$ cat config.mk
export PLATFORM = sky130hd
export DESIGN_NAME = zero_cross_phase_dimmer
export DESIGN_NICKNAME = d
export VERILOG_FILES = /design/src/rtl/zcpd_pkg.sv /design/src/rtl/zcpd_ram.sv /design/src/rtl/zcpd_alu.sv /design/src/rtl/zero_cross_phase_dimmer.sv
export SDC_FILE = /design/constraint.sdc
export NUM_CORES = 2
export LEC_CHECK = 0
export BUFFER_PORTS_ARGS = -buffer_cell sky130_fd_sc_hd__buf_2
export CORE_ASPECT_RATIO = 1.75
export CORE_MARGIN = 2
export CORE_UTILIZATION = 35
export CTS_CLUSTER_DIAMETER = 120
export DETAILED_ROUTE_END_ITERATION = 8
export SKIP_CTS_REPAIR_TIMING = 1
export SYNTH_ARGS = -nofsm -noshare
export SYNTH_HDL_FRONTEND = slang
export SYNTH_SLANG_ARGS = --single-unit
$ cat constraint.sdc
create_clock -name i_clk -period 12.7 [get_ports i_clk]
set_input_delay 2.54 -clock i_clk [delete_from_list [all_inputs] [get_ports i_clk]]
set_output_delay 2.54 -clock i_clk [all_outputs]
set_load 0.02 [all_outputs]
$ cat src/rtl/zcpd_pkg.sv
`default_nettype none
package zcpd_pkg;

    // data path width of the timestamps and estimates
    localparam int DATA_W = 32;

    // default sizes for the top level parameters
    localparam int RING_DEPTH_DEF = 9;
    localparam int WIN_LOG2P1_DEF = 3;

    // register reset values and limits
    localparam logic [15:0] GLITCH_RST = 16'd2000;
    localparam logic [15:0] STALE_RST  = 16'd15000;
    localparam logic [6:0]  INT_MAX    = 7'd99;
    localparam logic [8:0]  PHASE_ONE  = 9'd256;

    // configuration register indexes
    typedef enum logic [1:0] {
        CFG_INTENSITY = 2'd0,
        CFG_GLITCH    = 2'd1,
        CFG_STALE     = 2'd2
    } t_cfg_reg;

    // operations of the shared add/subtract unit
    typedef enum logic {
        ALU_ADD = 1'b0,
        ALU_SUB = 1'b1
    } t_alu_op;

    // sequencer states
    typedef enum logic [4:0] {
        ST_IDLE,
        ST_E_CMP,
        ST_U_DIFF,
        ST_U_GACC,
        ST_U_GLIM,
        ST_U_STALE,
        ST_WALK,
        ST_S2,
        ST_GADD,
        ST_ORDER,
        ST_OFFSET,
        ST_MEAN,
        ST_F_READ,
        ST_F_BASE,
        ST_F_CMP,
        ST_F_ADJ,
        ST_F_WHEN,
        ST_F_CMP2,
        ST_F_ADJ2,
        ST_F_DELAY,
        ST_OUT
    } t_state;

    // firing phase per intensity step, in 1/256 of a half period
    localparam logic [7:0] PHASE_LUT [0:99] = '{
        8'd0,   8'd14,  8'd19,  8'd24,  8'd29,  8'd32,  8'd36,  8'd39,  8'd43,  8'd44,
        8'd48,  8'd49,  8'd53,  8'd54,  8'd58,  8'd60,  8'd61,  8'd63,  8'd65,  8'd66,
        8'd68,  8'd71,  8'd73,  8'd75,  8'd77,  8'd78,  8'd80,  8'd82,  8'd82,  8'd83,
        8'd85,  8'd87,  8'd88,  8'd90,  8'd92,  8'd94,  8'd95,  8'd97,  8'd97,  8'd99,
        8'd100, 8'd102, 8'd104, 8'd105, 8'd105, 8'd107, 8'd109, 8'd111, 8'd112, 8'd114,
        8'd114, 8'd116, 8'd117, 8'd119, 8'd121, 8'd122, 8'd124, 8'd124, 8'd126, 8'd128,
        8'd129, 8'd131, 8'd133, 8'd134, 8'd134, 8'd136, 8'd138, 8'd139, 8'd141, 8'd143,
        8'd145, 8'd146, 8'd148, 8'd150, 8'd151, 8'd153, 8'd155, 8'd156, 8'd158, 8'd160,
        8'd162, 8'd163, 8'd165, 8'd168, 8'd170, 8'd172, 8'd173, 8'd177, 8'd179, 8'd182,
        8'd184, 8'd187, 8'd190, 8'd194, 8'd197, 8'd202, 8'd207, 8'd214, 8'd223, 8'd255
    };

    function automatic logic [7:0] phase_lut(input logic [6:0] idx);
        logic [7:0] v;
        if (idx > INT_MAX) begin
            v = 8'd0;
        end else begin
            v = PHASE_LUT[idx];
        end
        return v;
    endfunction

endpackage
`default_nettype wire

$ cat src/rtl/zcpd_ram.sv
`default_nettype none
module zcpd_ram #(
    parameter int WIDTH = 32,
    parameter int DEPTH = 9
) (
    input  wire logic                     i_clk,
    input  wire logic                     i_we,
    input  wire logic [$clog2(DEPTH)-1:0] i_waddr,
    input  wire logic [WIDTH-1:0]         i_wdata,
    input  wire logic [$clog2(DEPTH)-1:0] i_raddr,
    output logic      [WIDTH-1:0]         o_rdata
);

    logic [WIDTH-1:0] r_mem [DEPTH];
    logic [WIDTH-1:0] r_rdata;

    // one write port, registered read port
    always_ff @(posedge i_clk) begin
        if (i_we) begin
            r_mem[i_waddr] <= i_wdata;
        end
        r_rdata <= r_mem[i_raddr];
    end

    assign o_rdata = r_rdata;

endmodule
`default_nettype wire

$ cat src/rtl/zcpd_alu.sv
`default_nettype none
module zcpd_alu
    import zcpd_pkg::*;
(
    input  wire t_alu_op           i_op,
    input  wire logic [DATA_W-1:0] i_a,
    input  wire logic [DATA_W-1:0] i_b,
    output logic      [DATA_W-1:0] o_y,
    output logic                   o_carry
);

    logic [DATA_W-1:0] b_in;
    logic [DATA_W:0]   sum;

    // subtract as a plus inverted b plus one; carry low means a borrow
    assign b_in = (i_op == ALU_SUB) ? ~i_b : i_b;
    assign sum  = {1'b0, i_a} + {1'b0, b_in} + {{DATA_W{1'b0}}, (i_op == ALU_SUB)};

    assign o_y     = sum[DATA_W-1:0];
    assign o_carry = sum[DATA_W];

endmodule
`default_nettype wire

$ cat src/rtl/zero_cross_phase_dimmer.sv
// Mains zero-cross tracker and triac firing planner. Each input word is either a detector
// edge (tuser low) or a fire-time query (tuser high) and gives exactly one result word. Edge
// timestamps live in a small ring memory; every add and subtract step goes through one shared
// 32-bit add/subtract unit under a sequencer, one step per cycle, and the block takes no new
// word until the result has been taken and the sequencer is back in idle. A full estimate
// update includes a ring walk that reads one stored timestamp per cycle. With intensity 0 the
// seven firing steps are skipped. Configuration writes are taken at any time but are meant to
// be done while no word is in flight.
`default_nettype none
module zero_cross_phase_dimmer
    import zcpd_pkg::*;
#(
    parameter int RING_DEPTH = RING_DEPTH_DEF,
    parameter int WIN_LOG2P1 = WIN_LOG2P1_DEF
) (
    input  wire logic         i_clk,
    input  wire logic         i_rst_n,
    // input words
    input  wire logic         s_axis_tvalid,
    output logic              s_axis_tready,
    // [31:0] timestamp, [32] level, [39:33] zero
    input  wire logic [39:0]  s_axis_tdata,
    // [0] action
    input  wire logic [0:0]   s_axis_tuser,
    // result words
    output logic              m_axis_tvalid,
    input  wire logic         m_axis_tready,
    // [0] edge_taken, [1] period_valid, [33:2] half_period, [65:34] detector_offset,
    // [66] fire_enabled, [98:67] fire_delay, [103:99] zero
    output logic      [103:0] m_axis_tdata,
    // configuration
    input  wire logic         i_cfg_we,
    input  wire logic [1:0]   i_cfg_addr,
    input  wire logic [15:0]  i_cfg_wdata
);

    localparam int PTR_W    = $clog2(RING_DEPTH);
    localparam int WARM_W   = $clog2(RING_DEPTH + 1);
    localparam int WIN_SH   = WIN_LOG2P1 - 1;
    localparam int WALK_LEN = 2 ** WIN_LOG2P1;
    localparam int CNT_W    = $clog2(WALK_LEN + 1);

    localparam logic [PTR_W-1:0]  LAST_PTR   = PTR_W'(RING_DEPTH - 1);
    localparam logic [WARM_W-1:0] DEPTH_WARM = WARM_W'(RING_DEPTH);
    localparam logic [CNT_W-1:0]  WALK_END   = CNT_W'(WALK_LEN);

    function automatic logic [PTR_W-1:0] ring_prev(input logic [PTR_W-1:0] i);
        return (i == '0) ? LAST_PTR : i - PTR_W'(1);
    endfunction

    function automatic logic [PTR_W-1:0] ring_next(input logic [PTR_W-1:0] i);
        return (i == LAST_PTR) ? '0 : i + PTR_W'(1);
    endfunction

    // state
    t_state              r_state, n_state;
    logic [DATA_W-1:0]   r_ts, n_ts;
    logic                r_lvl, n_lvl;
    logic                r_lvl_known, n_lvl_known;
    logic                r_lvl_val, n_lvl_val;
    logic                r_taken, n_taken;
    logic [PTR_W-1:0]    r_ptr, n_ptr;
    logic [WARM_W-1:0]   r_warm, n_warm;
    logic [DATA_W-1:0]   r_g, n_g;
    logic [DATA_W-1:0]   r_half, n_half;
    logic [DATA_W-1:0]   r_off, n_off;
    logic                r_est_vld, n_est_vld;
    logic [RING_DEPTH-1:0] r_vld, n_vld;
    logic                r_rd_vld;
    logic [DATA_W-1:0]   r_acc, n_acc;
    logic [DATA_W-1:0]   r_s1, n_s1;
    logic [DATA_W-1:0]   r_s2, n_s2;
    logic [DATA_W-1:0]   r_e0, n_e0;
    logic [PTR_W-1:0]    r_j, n_j;
    logic [CNT_W-1:0]    r_m, n_m;
    logic                r_flag, n_flag;
    logic [DATA_W-1:0]   r_frac, n_frac;

    // configuration registers
    logic [6:0]          r_int;
    logic [15:0]         r_glim;
    logic [15:0]         r_stale;

    // ring memory port
    logic                ram_we;
    logic [PTR_W-1:0]    ram_waddr;
    logic [PTR_W-1:0]    ram_raddr;
    logic [DATA_W-1:0]   ram_q;
    logic [DATA_W-1:0]   rd;

    // shared unit
    t_alu_op             alu_op;
    logic [DATA_W-1:0]   alu_a, alu_b, alu_y;
    logic                alu_c;

    // helpers
    logic                e_lt;
    logic [PTR_W-1:0]    e_np;
    logic [WARM_W-1:0]   e_warm;
    logic [DATA_W-1:0]   s1_sh, s2_sh;
    logic [8:0]          mul_k;
    logic [40:0]         prod;
    logic                ref_low;

    zcpd_ram #(
        .WIDTH (DATA_W),
        .DEPTH (RING_DEPTH)
    ) u_ring (
        .i_clk   (i_clk),
        .i_we    (ram_we),
        .i_waddr (ram_waddr),
        .i_wdata (r_ts),
        .i_raddr (ram_raddr),
        .o_rdata (ram_q)
    );

    zcpd_alu u_alu (
        .i_op    (alu_op),
        .i_a     (alu_a),
        .i_b     (alu_b),
        .o_y     (alu_y),
        .o_carry (alu_c)
    );

    // never-written ring slots read as zero
    assign rd = r_rd_vld ? ram_q : '0;

    // edge bookkeeping for the compare step
    assign e_lt   = ~alu_c;
    assign e_np   = ring_next(e_lt ? LAST_PTR : r_ptr);
    assign e_warm = e_lt ? DEPTH_WARM : r_warm;

    // window averages and firing fraction
    assign s1_sh   = r_s1 >> WIN_SH;
    assign s2_sh   = r_s2 >> WIN_SH;
    assign mul_k   = PHASE_ONE - {1'b0, phase_lut(r_int)};
    assign prod    = {32'd0, mul_k} * {9'd0, r_half};
    assign ref_low = r_lvl_known & ~r_lvl_val;

    // sequencer: next state, unit operands and data path updates
    always_comb begin
        n_state     = r_state;
        n_ts        = r_ts;
        n_lvl       = r_lvl;
        n_lvl_known = r_lvl_known;
        n_lvl_val   = r_lvl_val;
        n_taken     = r_taken;
        n_ptr       = r_ptr;
        n_warm      = r_warm;
        n_g         = r_g;
        n_half      = r_half;
        n_off       = r_off;
        n_est_vld   = r_est_vld;
        n_vld       = r_vld;
        n_acc       = r_acc;
        n_s1        = r_s1;
        n_s2        = r_s2;
        n_e0        = r_e0;
        n_j         = r_j;
        n_m         = r_m;
        n_flag      = r_flag;
        n_frac      = r_frac;
        alu_op      = ALU_ADD;
        alu_a       = r_acc;
        alu_b       = rd;
        ram_we      = 1'b0;
        ram_waddr   = e_np;
        ram_raddr   = r_ptr;
        s_axis_tready = 1'b0;
        m_axis_tvalid = 1'b0;

        case (r_state)
            ST_IDLE: begin
                s_axis_tready = 1'b1;
                if (s_axis_tvalid) begin
                    n_ts    = s_axis_tdata[31:0];
                    n_lvl   = s_axis_tdata[32];
                    n_taken = ~s_axis_tuser[0] &
                              (~r_lvl_known | (s_axis_tdata[32] != r_lvl_val));
                    n_state = n_taken ? ST_E_CMP : ST_F_READ;
                end
            end
            // newest slot against the new time; store the edge
            ST_E_CMP: begin
                alu_op      = ALU_SUB;
                alu_a       = r_ts;
                alu_b       = rd;
                ram_we      = 1'b1;
                ram_raddr   = ring_prev(e_np);
                n_vld       = (e_lt ? '0 : r_vld) | (RING_DEPTH'(1) << e_np);
                n_ptr       = e_np;
                n_lvl_known = 1'b1;
                n_lvl_val   = r_lvl;
                if (e_lt) begin
                    n_g       = '0;
                    n_est_vld = 1'b0;
                end
                if (e_warm != '0) begin
                    n_warm  = e_warm - WARM_W'(1);
                    n_state = ST_F_READ;
                end else begin
                    n_state = ST_U_DIFF;
                end
            end
            ST_U_DIFF: begin
                alu_op  = ALU_SUB;
                alu_a   = r_ts;
                alu_b   = rd;
                n_acc   = alu_y;
                n_state = ST_U_GACC;
            end
            ST_U_GACC: begin
                alu_b   = r_g;
                n_acc   = alu_y;
                n_state = ST_U_GLIM;
            end
            // short interval: merge as glitch
            ST_U_GLIM: begin
                alu_op = ALU_SUB;
                alu_b  = {16'd0, r_glim};
                if (!alu_c) begin
                    n_g     = r_acc;
                    n_ptr   = ring_prev(r_ptr);
                    n_state = ST_F_READ;
                end else begin
                    n_state = ST_U_STALE;
                end
            end
            // long interval drops the glitch time; start the ring walk
            ST_U_STALE: begin
                alu_op    = ALU_SUB;
                alu_a     = {16'd0, r_stale};
                alu_b     = r_acc;
                ram_raddr = r_ptr;
                if (!alu_c) begin
                    n_g = '0;
                end
                n_j     = ring_prev(r_ptr);
                n_m     = '0;
                n_state = ST_WALK;
            end
            // alternating sum over the window, one slot a cycle
            ST_WALK: begin
                ram_raddr = r_j;
                n_j       = ring_prev(r_j);
                n_m       = r_m + CNT_W'(1);
                if (r_m == '0) begin
                    n_s1 = rd;
                    n_e0 = rd;
                end else if (r_m == WALK_END) begin
                    alu_op  = ALU_SUB;
                    alu_a   = r_e0;
                    n_e0    = alu_y;
                    n_state = ST_S2;
                end else begin
                    alu_op = r_m[0] ? ALU_SUB : ALU_ADD;
                    alu_a  = r_s1;
                    n_s1   = alu_y;
                end
            end
            // second sum from the span of the window less the first
            ST_S2: begin
                alu_op  = ALU_SUB;
                alu_a   = r_e0;
                alu_b   = r_s1;
                n_s2    = alu_y;
                n_state = ST_GADD;
            end
            ST_GADD: begin
                alu_a   = r_s1;
                alu_b   = r_g;
                n_s1    = alu_y;
                n_g     = '0;
                n_state = ST_ORDER;
            end
            // order the two averages, smaller first
            ST_ORDER: begin
                alu_op = ALU_SUB;
                alu_a  = s2_sh;
                alu_b  = s1_sh;
                if (!alu_c) begin
                    n_s1 = r_s2;
                    n_s2 = r_s1;
                end
                n_state = ST_OFFSET;
            end
            ST_OFFSET: begin
                alu_op  = ALU_SUB;
                alu_a   = s2_sh;
                alu_b   = s1_sh;
                n_off   = alu_y;
                n_state = ST_MEAN;
            end
            ST_MEAN: begin
                alu_a     = s1_sh;
                alu_b     = s2_sh;
                n_half    = {alu_c, alu_y[DATA_W-1:1]};
                n_est_vld = 1'b1;
                n_state   = ST_F_READ;
            end
            // reference edge read and firing fraction
            ST_F_READ: begin
                ram_raddr = ref_low ? ring_prev(r_ptr) : r_ptr;
                n_frac    = prod[39:8];
                if (r_int == '0) begin
                    n_acc   = '0;
                    n_state = ST_OUT;
                end else begin
                    n_state = ST_F_BASE;
                end
            end
            ST_F_BASE: begin
                alu_a   = rd;
                alu_b   = ref_low ? r_half : '0;
                n_acc   = alu_y;
                n_state = ST_F_CMP;
            end
            ST_F_CMP: begin
                alu_op  = ALU_SUB;
                alu_a   = r_ts;
                alu_b   = r_acc;
                n_flag  = ~alu_c;
                n_state = ST_F_ADJ;
            end
            ST_F_ADJ: begin
                alu_op  = ALU_SUB;
                alu_b   = r_flag ? r_half : '0;
                n_acc   = alu_y;
                n_state = ST_F_WHEN;
            end
            ST_F_WHEN: begin
                alu_a   = r_frac;
                alu_b   = r_acc;
                n_acc   = alu_y;
                n_state = ST_F_CMP2;
            end
            ST_F_CMP2: begin
                alu_op  = ALU_SUB;
                alu_b   = r_ts;
                n_flag  = ~alu_c;
                n_state = ST_F_ADJ2;
            end
            ST_F_ADJ2: begin
                alu_b   = r_flag ? r_half : '0;
                n_acc   = alu_y;
                n_state = ST_F_DELAY;
            end
            ST_F_DELAY: begin
                alu_op  = ALU_SUB;
                alu_b   = r_ts;
                n_acc   = alu_y;
                n_state = ST_OUT;
            end
            ST_OUT: begin
                m_axis_tvalid = 1'b1;
                if (m_axis_tready) begin
                    n_state = ST_IDLE;
                end
            end
            default: begin
                n_state = ST_IDLE;
            end
        endcase
    end

    // state register
    always_ff @(posedge i_clk) begin
        if (!i_rst_n) begin
            r_state <= ST_IDLE;
        end else begin
            r_state <= n_state;
        end
    end

    // tracker state that reset defines
    always_ff @(posedge i_clk) begin
        if (!i_rst_n) begin
            r_lvl_known <= 1'b0;
            r_lvl_val   <= 1'b0;
            r_ptr       <= '0;
            r_warm      <= DEPTH_WARM;
            r_g         <= '0;
            r_half      <= '0;
            r_off       <= '0;
            r_est_vld   <= 1'b0;
            r_vld       <= '0;
            r_rd_vld    <= 1'b0;
        end else begin
            r_lvl_known <= n_lvl_known;
            r_lvl_val   <= n_lvl_val;
            r_ptr       <= n_ptr;
            r_warm      <= n_warm;
            r_g         <= n_g;
            r_half      <= n_half;
            r_off       <= n_off;
            r_est_vld   <= n_est_vld;
            r_vld       <= n_vld;
            r_rd_vld    <= r_vld[ram_raddr];
        end
    end

    // working registers
    always_ff @(posedge i_clk) begin
        r_ts    <= n_ts;
        r_lvl   <= n_lvl;
        r_taken <= n_taken;
        r_acc   <= n_acc;
        r_s1    <= n_s1;
        r_s2    <= n_s2;
        r_e0    <= n_e0;
        r_j     <= n_j;
        r_m     <= n_m;
        r_flag  <= n_flag;
        r_frac  <= n_frac;
    end

    // configuration writes, intensity saturates at the top step
    always_ff @(posedge i_clk) begin
        if (!i_rst_n) begin
            r_int   <= '0;
            r_glim  <= GLITCH_RST;
            r_stale <= STALE_RST;
        end else if (i_cfg_we) begin
            case (t_cfg_reg'(i_cfg_addr))
                CFG_INTENSITY: begin
                    r_int <= (i_cfg_wdata[6:0] > INT_MAX) ? INT_MAX : i_cfg_wdata[6:0];
                end
                CFG_GLITCH: begin
                    r_glim <= i_cfg_wdata;
                end
                CFG_STALE: begin
                    r_stale <= i_cfg_wdata;
                end
                default: begin
                    r_int <= r_int;
                end
            endcase
        end
    end

    // result word
    assign m_axis_tdata = {5'd0, r_acc, (r_int != '0), r_off, r_half, r_est_vld, r_taken};

endmodule
`default_nettype wire

### Word-level counts from Yosys, hierarchy flattened

Memories as Yosys holds them, arrays and structs flattened. A register that Yosys moved wholly into a read port is not among the register bits.
Index checks and enable logic that the tools add are counted.

| word-level totals | value |
|---|---|
| bits in registers | 364 |
| bits in writable memories | 288 |
| memory bits (read-only) | 1024 |
| output and inout bits | 106 |
| word-level logic and storage cells | 187 |
| memories kept | 2 |

Memory list:

| name | depth | bits a word | read ports | clocked after Yosys merged registers in | write ports | line | RTL |
|---|---|---|---|---|---|---|---|
| (no name shown) | 128 | 8 | 1 | 0 | 0 | zcpd_pkg.sv:74 | `v = PHASE_LUT[idx];` |
| u_ring.r_mem | 9 | 32 | 1 | 1 | 1 | zcpd_ram.sv:14 | `logic [WIDTH-1:0] r_mem [DEPTH];` |

| operators by class | value |
|---|---|
| $add $sub $neg | 9 |
| multiply operators | 1 |
| order comparisons | 4 |
| equal/unequal tests | 35 |
| shift-type cells | 1 |
| multiplexer cells | 60 |
| bitwise operators | 10 |
| reductions and logical operators | 40 |

Operator list:

| cell | count |
|---|---|
| 32-bit case mux with 9 select lines | 2 |
| 32-bit two-way mux | 15 |
| 32-bit case mux with 3 select lines | 2 |
| 32-bit case mux with 2 select lines | 2 |
| 5-bit case mux with 21 select lines | 1 |
| 4-bit two-way mux | 11 |
| 5-bit by 4-bit == test with 1-bit output (second input constant) | 8 |
| 9-bit by 32-bit multiplier with 40-bit output | 1 |
| 32-bit by 32-bit adder with 33-bit output | 1 |
| 33-bit by 1-bit adder with 33-bit output | 1 |
| 32-bit inverter | 1 |
| 5-bit == test (second input constant) | 5 |
| 5-bit two-way mux | 5 |
| 8-bit two-way mux | 3 |
| 4-bit case mux with 2 select lines | 3 |
| 5-bit by 3-bit == test with 1-bit output (second input constant) | 4 |
| 2-bit AND reduction | 10 |
| 2-bit inequality test (second input constant) | 9 |
| 4-bit zero test | 4 |
| 4-bit by 1-bit subtractor with 4-bit output (second input constant) | 4 |
| 7-bit greater-than comparator (second input constant) | 2 |
| 4-bit case mux with 3 select lines | 1 |
| 2-bit nonzero test | 6 |
| 2-bit OR reduction | 6 |
| 33 further kinds | 53 |

### Depth between registers and ports, before layout

| depth | value |
|---|---|
| depth after elaboration | 16 |
| depth in mapped cells | 39 |

### Modules after synthesis

From an unflattened synthesis, not the netlist that was laid out.

| second synthesis, totals | value |
|---|---|
| cell total of the unflattened synthesis | 4010 |
| area, all modules | 41798.8 um^2 |

By module, submodules not included:

| module | times used | cells an instance | area an instance (um^2) |
|---|---|---|---|
| zero_cross_phase_dimmer | 1 | 3084 | 27730.3 |
| zcpd_ram | 1 | 629 | 11897.7 |
| zcpd_alu | 1 | 297 | 2170.8 |

### Worst setup path after synthesis

OpenSTA, ideal clock, no wires.

| timing path | value |
|---|---|
| path kind | register to register |
| from | register r_m[0] |
| to | memory u_ring.r_mem[1][0], enable pin |
| setup time | 504 ps |
| arrival | 8446 ps |
| path slack | 3750 ps |
| stages on the path, launching flop included | 29 |
| path buffers | 4 |
| clock period less this slack | 8950 ps |
| path through | edfxtp_1 > inv_1 > ha_1 > nor2b_1 > nand2_1 > a32oi_1 > and3_1 > a311oi_1 > clkbuf_1 > xnor2_1 > ha_1 > and3_4 > and3_2 > o311a_2 > o31ai_4 > o21ai_2 > and2_1 > buf_4 > clkbuf_1 > nand2_1 > inv_1 > ha_1 > clkbuf_1 > nand2_1 > nor2_1 > o21ai_0 > o21ai_1 > a21boi_2 > nor4_1 |

| on the way | value |
|---|---|
| cells in the longest elaborated chain, start to end | 10 |
| elaborated cells on any way between the ends | 16 |
| classes of those cells | add/sub: 3; eq/ne: 2; mux: 10; reduce/logical: 1 |

RTL lines:

| item | line | RTL |
|---|---|---|
| start, declared | zero_cross_phase_dimmer.sv:75 | `logic [CNT_W-1:0] r_m, n_m;` |
| start signal, assigned | zero_cross_phase_dimmer.sv:412 | `r_m <= n_m;` |
| 4-bit == test or 1-bit two-way mux (tied branches) | zero_cross_phase_dimmer.sv:250, zero_cross_phase_dimmer.sv:256 |  |
| 1-bit two-way mux | zero_cross_phase_dimmer.sv:250 | `end else if (r_m == WALK_END) begin` |
| 1-bit two-way mux | zero_cross_phase_dimmer.sv:247 | `if (r_m == '0) begin` |
| 1-bit case mux with 2 select lines | zero_cross_phase_dimmer.sv:172 | `case (r_state)` |
| 32-bit two-way mux | zcpd_alu.sv:16 | `assign b_in = (i_op == ALU_SUB) ? ~i_b : i_b;` |
| 32-bit by 32-bit adder with 33-bit output | zcpd_alu.sv:17 | `assign sum = {1'b0, i_a} + {1'b0, b_in} + {{DATA_W{1'b0}}, (i_op == ALU_SUB)};` |
| 33-bit by 1-bit adder with 33-bit output (*) | zcpd_alu.sv:17 |  |
| 4-bit two-way mux (*) | zero_cross_phase_dimmer.sv:130 | `assign e_np = ring_next(e_lt ? LAST_PTR : r_ptr);` |
| 4-bit by 1-bit adder with 4-bit output or 4-bit == test (tied branches) | zero_cross_phase_dimmer.sv:52 | `return (i == LAST_PTR) ? '0 : i + PTR_W'(1);` |
| 4-bit two-way mux (*) | zero_cross_phase_dimmer.sv:52 |  |
| end, declared | zcpd_ram.sv:14 |  |

Every way passes the cells marked *; elsewhere a longest branch is shown, timed or not.

### Worst setup path in the final report

| timing path | value |
|---|---|
| from | register r_int[1] |
| to | register r_frac[31] (data pin) |

| on the way | value |
|---|---|
| cells in the longest elaborated chain, start to end | 7 |
| elaborated cells on any way between the ends | 8 |
| classes of those cells | add/sub: 1; mul: 1; order compare: 1; mux: 3; bitwise: 1; memory: 1 |

RTL lines:

| item | line | RTL |
|---|---|---|
| start, declared | zero_cross_phase_dimmer.sv:80 | `logic [6:0] r_int;` |
| start signal, assigned | zero_cross_phase_dimmer.sv:426 | `r_int <= (i_cfg_wdata[6:0] > INT_MAX) ? INT_MAX : i_cfg_wdata[6:0];` |
| start signal, assigned | zero_cross_phase_dimmer.sv:435 | `r_int <= r_int;` |
| 7-bit inverter with 8-bit output (not written as such) | zcpd_pkg.sv:74 |  |
| memory read 128 x 8 bit | - |  |
| 8-bit two-way mux (not written as such) (2 in series) | zcpd_pkg.sv:74 |  |
| 8-bit two-way mux (*) | zcpd_pkg.sv:71 | `if (idx > INT_MAX) begin` |
| 9-bit by 8-bit subtractor with 9-bit output (*) | zero_cross_phase_dimmer.sv:136 | `assign mul_k = PHASE_ONE - {1'b0, phase_lut(r_int)};` |
| 9-bit by 32-bit multiplier with 40-bit output (*) | zero_cross_phase_dimmer.sv:137 | `assign prod = {32'd0, mul_k} * {9'd0, r_half};` |
| via prod[39] | zero_cross_phase_dimmer.sv:102 | `logic [40:0] prod;` |
| end signal, assigned | zero_cross_phase_dimmer.sv:414 | `r_frac <= n_frac;` |
| end, declared | zero_cross_phase_dimmer.sv:77 | `logic [DATA_W-1:0] r_frac, n_frac;` |

The timed path passes the listed nets; every way through them passes the cells marked *. The select of a mux whose other input is x is not followed.
A chain may end at the register's enable or synchronous reset.

==> results.cfg <==
[clocking]
clkSinkCount = 684
clk_pin_slew_ps = 70
insertion_delay_ps = 710
numCtsBuffers = 61
cts_root_buffer = clkbuf_16
ctsHtreeMaxLevel = 2
cts_tree = yes
cts_max_path_buffers = 3

[layout]
design_area_um2 = 46100
fin_util_pct = 39.0
synthToLayoutAreaGrowth_pct = 10.9
layout-drive-gt1-share_pct = 11.5
nFillCells = 11500
nets = 4500

[route]
routed_wl_mm = 142
routed_via_density = 5.68
drc = 0
postRouteAntennaNets = 0
firstDrtPassIters = 7
wl_per_cell_um = 25.0
vias = 32400
drt_iter0_markers = 2832

[logic_synthesis]
yosys.cell_types.count = 108
synth_area_um2 = 41500
yosys.area_share.simple_pct = 15.0
synthArstFlopShare_pct = 0
ys_warn_count = 0
yosys-top-cells-area = edfxtp_1, fa_1, dfxtp_1
synth_most_common_cell = nand2_1
ys.flop_type = edfxtp_1
synth.largest_area_cell = edfxtp_1
synth_compound_area_share_pct = 15.9
synth_edf_count = 491
syn_inst = 4110
synth.yosys.seq_area_share_pct = 44.8
synth_top_area_share_pct = 35.5
synth_fa_ha_area_share_pct = 13.4
synth_area_per_cell_um2 = 10.1
synth_top_family_by_area = compound AO/OA/AOI/OAI gates
synth_seq_cells = 684
muxShareOfSynthArea_pct = 3.30
ys_top_cells_by_count = nand2_1, edfxtp_1, nor2_1
synthXorXnorAreaFrac_pct = 2.21

[timing]
finalHoldViolations = 0
rsz0062_at_grt = no
tightest_slew_ps = 1200
drv_slew = 0
finalCriticalPeriod_ps = 9950
slew_headroom_pct = 19.9
setup_viol = 0
fin_crit_sh_pct = 78.4
fmax_mhz = 100
fin_worst_skew_ps = 57.6
setup-tns-final_ps = 0

[worst_setup_path]
max_stage_delay_ps = 800
r2r-end = r_frac[31]
cp-startpoint = r_int[1]
crit_fanout = 32
critPathArrivalTime_ps = 10410
end_kind = register
r2r_setup_slack_ps = 2750
start_kind = register
worst_path_most_repeated_cell = fa_1
cp_slowest_cell = o211a_2
worstReg2RegStart = r_int[1]
worstSetupPathType = register to register
r2r_cells = 28
critical_path_required_ps = 13160

[placed_design]
placed_cell_area_um2 = 43900
gp_congestion = 0.955
place_hpwl_mm = 97.4
place.port_buffers = 157

[run_status]
status = complete, no violations

[hold_path]
hold_path_depth = 1
hp-start = u_ring.r_mem[8][15]
min_to = u_ring.o_rdata[15]
min_path_type = register to register

[power_and_ir_drop]
pwr-share-comb_pct = 57.1
max-vdd-ir-drop_mv = 0.237
seqPwrFrac_pct = 27.7
power-per-cell-area_nw_per_um2 = 285
swShare_pct = 48.8
p_int_uw = 6720
p_leak_uw = 0.0180
p_clk_share_pct = 15.2
netSwitchingPower_uw = 6410

[floorplan]
ios = 170
die_w_um = 264
fp-row-count = 167
start_util_pct = 35.2
core_um2 = 118000
dieArea_um2 = 122000
dieHeight_um = 460

[grt]
grt_start_max_net_pins = 79
grt_pass1_wl_mm = 209
grt_pass1_vias = 32400
overflow = 0
grt_use_total_pct = 22.9
antenna_found_initial = 3

[run]
drv_cap = 0
[flip-flops by register name, indices dropped and copies added, names as in the netlist, 5 cells and up]
register,cells
r_e0,32
r_state,5
r_half,32
r_s1,32
r_s2,32
r_acc,32
r_frac,32
u_ring.r_mem,288
r_off,32
r_stale,16
r_glim,16
r_vld,9
r_g,32
r_int,7
r_ts,32
u_ring.o_rdata,32
[final cells by class]
class	instances	area, µm²	area share [%]
sequential	684	18600	40.4
multi-input combinational	2877	21000	45.6
clock inverter	35	390	0.847
antenna	2	5.00	0.0109
timing repair buffer	241	1450	3.15
tap	1521	1900	4.13
clock buffer	81	1760	3.81
inverter	252	948	2.06
[worst max path at each step]
| stage | depth (start not counted) | slack [ps] | end |
|---|---|---|---|
| after CTS | 28 | 2670 | r_frac[31] |
| after global placement | 28 | 2730 | r_frac[31] |
| after detailed placement | 28 | 2660 | r_frac[31] |
| final | 28 | 2750 | r_frac[31] |
| after floorplan | 28 | 3750 | u_ring.r_mem[1][0] |
| after global routing | 28 | 2220 | r_frac[31] |
[critical path, delay by kind of cell, from the launching register on]
family	cells	cell delay (ps)
XOR/XNOR	2	860
adder cells (fa/ha/maj)	7	3060
multiplexers	1	470
AND/OR/NAND/NOR	4	620
AO/OA/AOI/OAI	11	3630
flip-flops	1	570
buffers and inverters	3	480
[kinds of logic after synthesis]
family / count (synthesis)
AND/OR/NAND/NOR: 1356
AO/OA/AOI/OAI: 966
flip-flops: 684
buffers and inverters: 553
adder cells (fa/ha/maj): 319
multiplexers: 128
XOR/XNOR: 103
other: 1
[metrics by stage]
stage          hold slack (ps)  instances  power, µW  setup WS (ps)
5_1_grt                    471       5692      13800           2220
3_3_place_gp               430       5575      10900           2730
6_report                   456       5693      13100           2750
2_1_floorplan              418       4114       8460           3750
3_5_place_dp               433       5575      11000           2660
4_1_cts                    454       5691      13000           2670
[power by group through the flow]
stage	registers [µW]	clock network [µW]	logic, µW
after floorplan	3510	0	4960
after global placement	3660	0	7250
after detailed placement	3660	0	7330
after CTS	3620	2030	7370
after global routing	3660	2100	8090
final	3640	2000	7490
[placed cells by master, fill, tap and decap left out, types with 10 or more instances in the layout]
| master | synthesis | routed |
|---|---|---|
| a211o_1 | 31 | 30 |
| a211oi_1 | 52 | 51 |
| a21o_1 | 31 | 31 |
| a21oi_1 | 254 | 250 |
| a221o_1 | 12 | 12 |
| a221oi_1 | 59 | 59 |
| a22o_1 | 18 | 18 |
| a22oi_1 | 112 | 112 |
| a31oi_1 | 42 | 42 |
| and2_1 | 181 | 181 |
| and3_1 | 12 | 10 |
| buf_2 | 33 | 157 |
| buf_4 | 17 | 81 |
| clkbuf_16 | 0 | 64 |
| clkinv_2 | 0 | 13 |
| dfxtp_1 | 193 | 191 |
| edfxtp_1 | 491 | 491 |
| fa_1 | 210 | 210 |
| ha_1 | 109 | 109 |
| inv_1 | 247 | 247 |
| mux2_2 | 39 | 39 |
| mux2i_1 | 85 | 85 |
| nand2_1 | 557 | 556 |
| nand2b_1 | 25 | 25 |
| nand3_1 | 95 | 94 |
| nand4_1 | 33 | 33 |
| nor2_1 | 304 | 292 |
| nor2b_1 | 48 | 47 |
| nor3_1 | 39 | 36 |
| o211ai_1 | 41 | 41 |
| o21a_1 | 26 | 25 |
| o21ai_0 | 149 | 147 |
| o221ai_1 | 10 | 10 |
| xnor2_1 | 77 | 73 |
| xor2_1 | 24 | 22 |
[layer usage]
| metal | vias to the layer above | track usage (%) | share of wire, % |
|---|---|---|---|
| met4 | 4 | 14.1 | 6.7 |
| met2 | 1309 | 40.5 | 50 |
| met1 | 16100 | 25.9 | 37 |
| met3 | 417 | 3.55 | 6.3 |
| li1 | 14500 | - | - |
| met5 | - | 0 | 0.011 |
(Power assumes the default switching activity.)
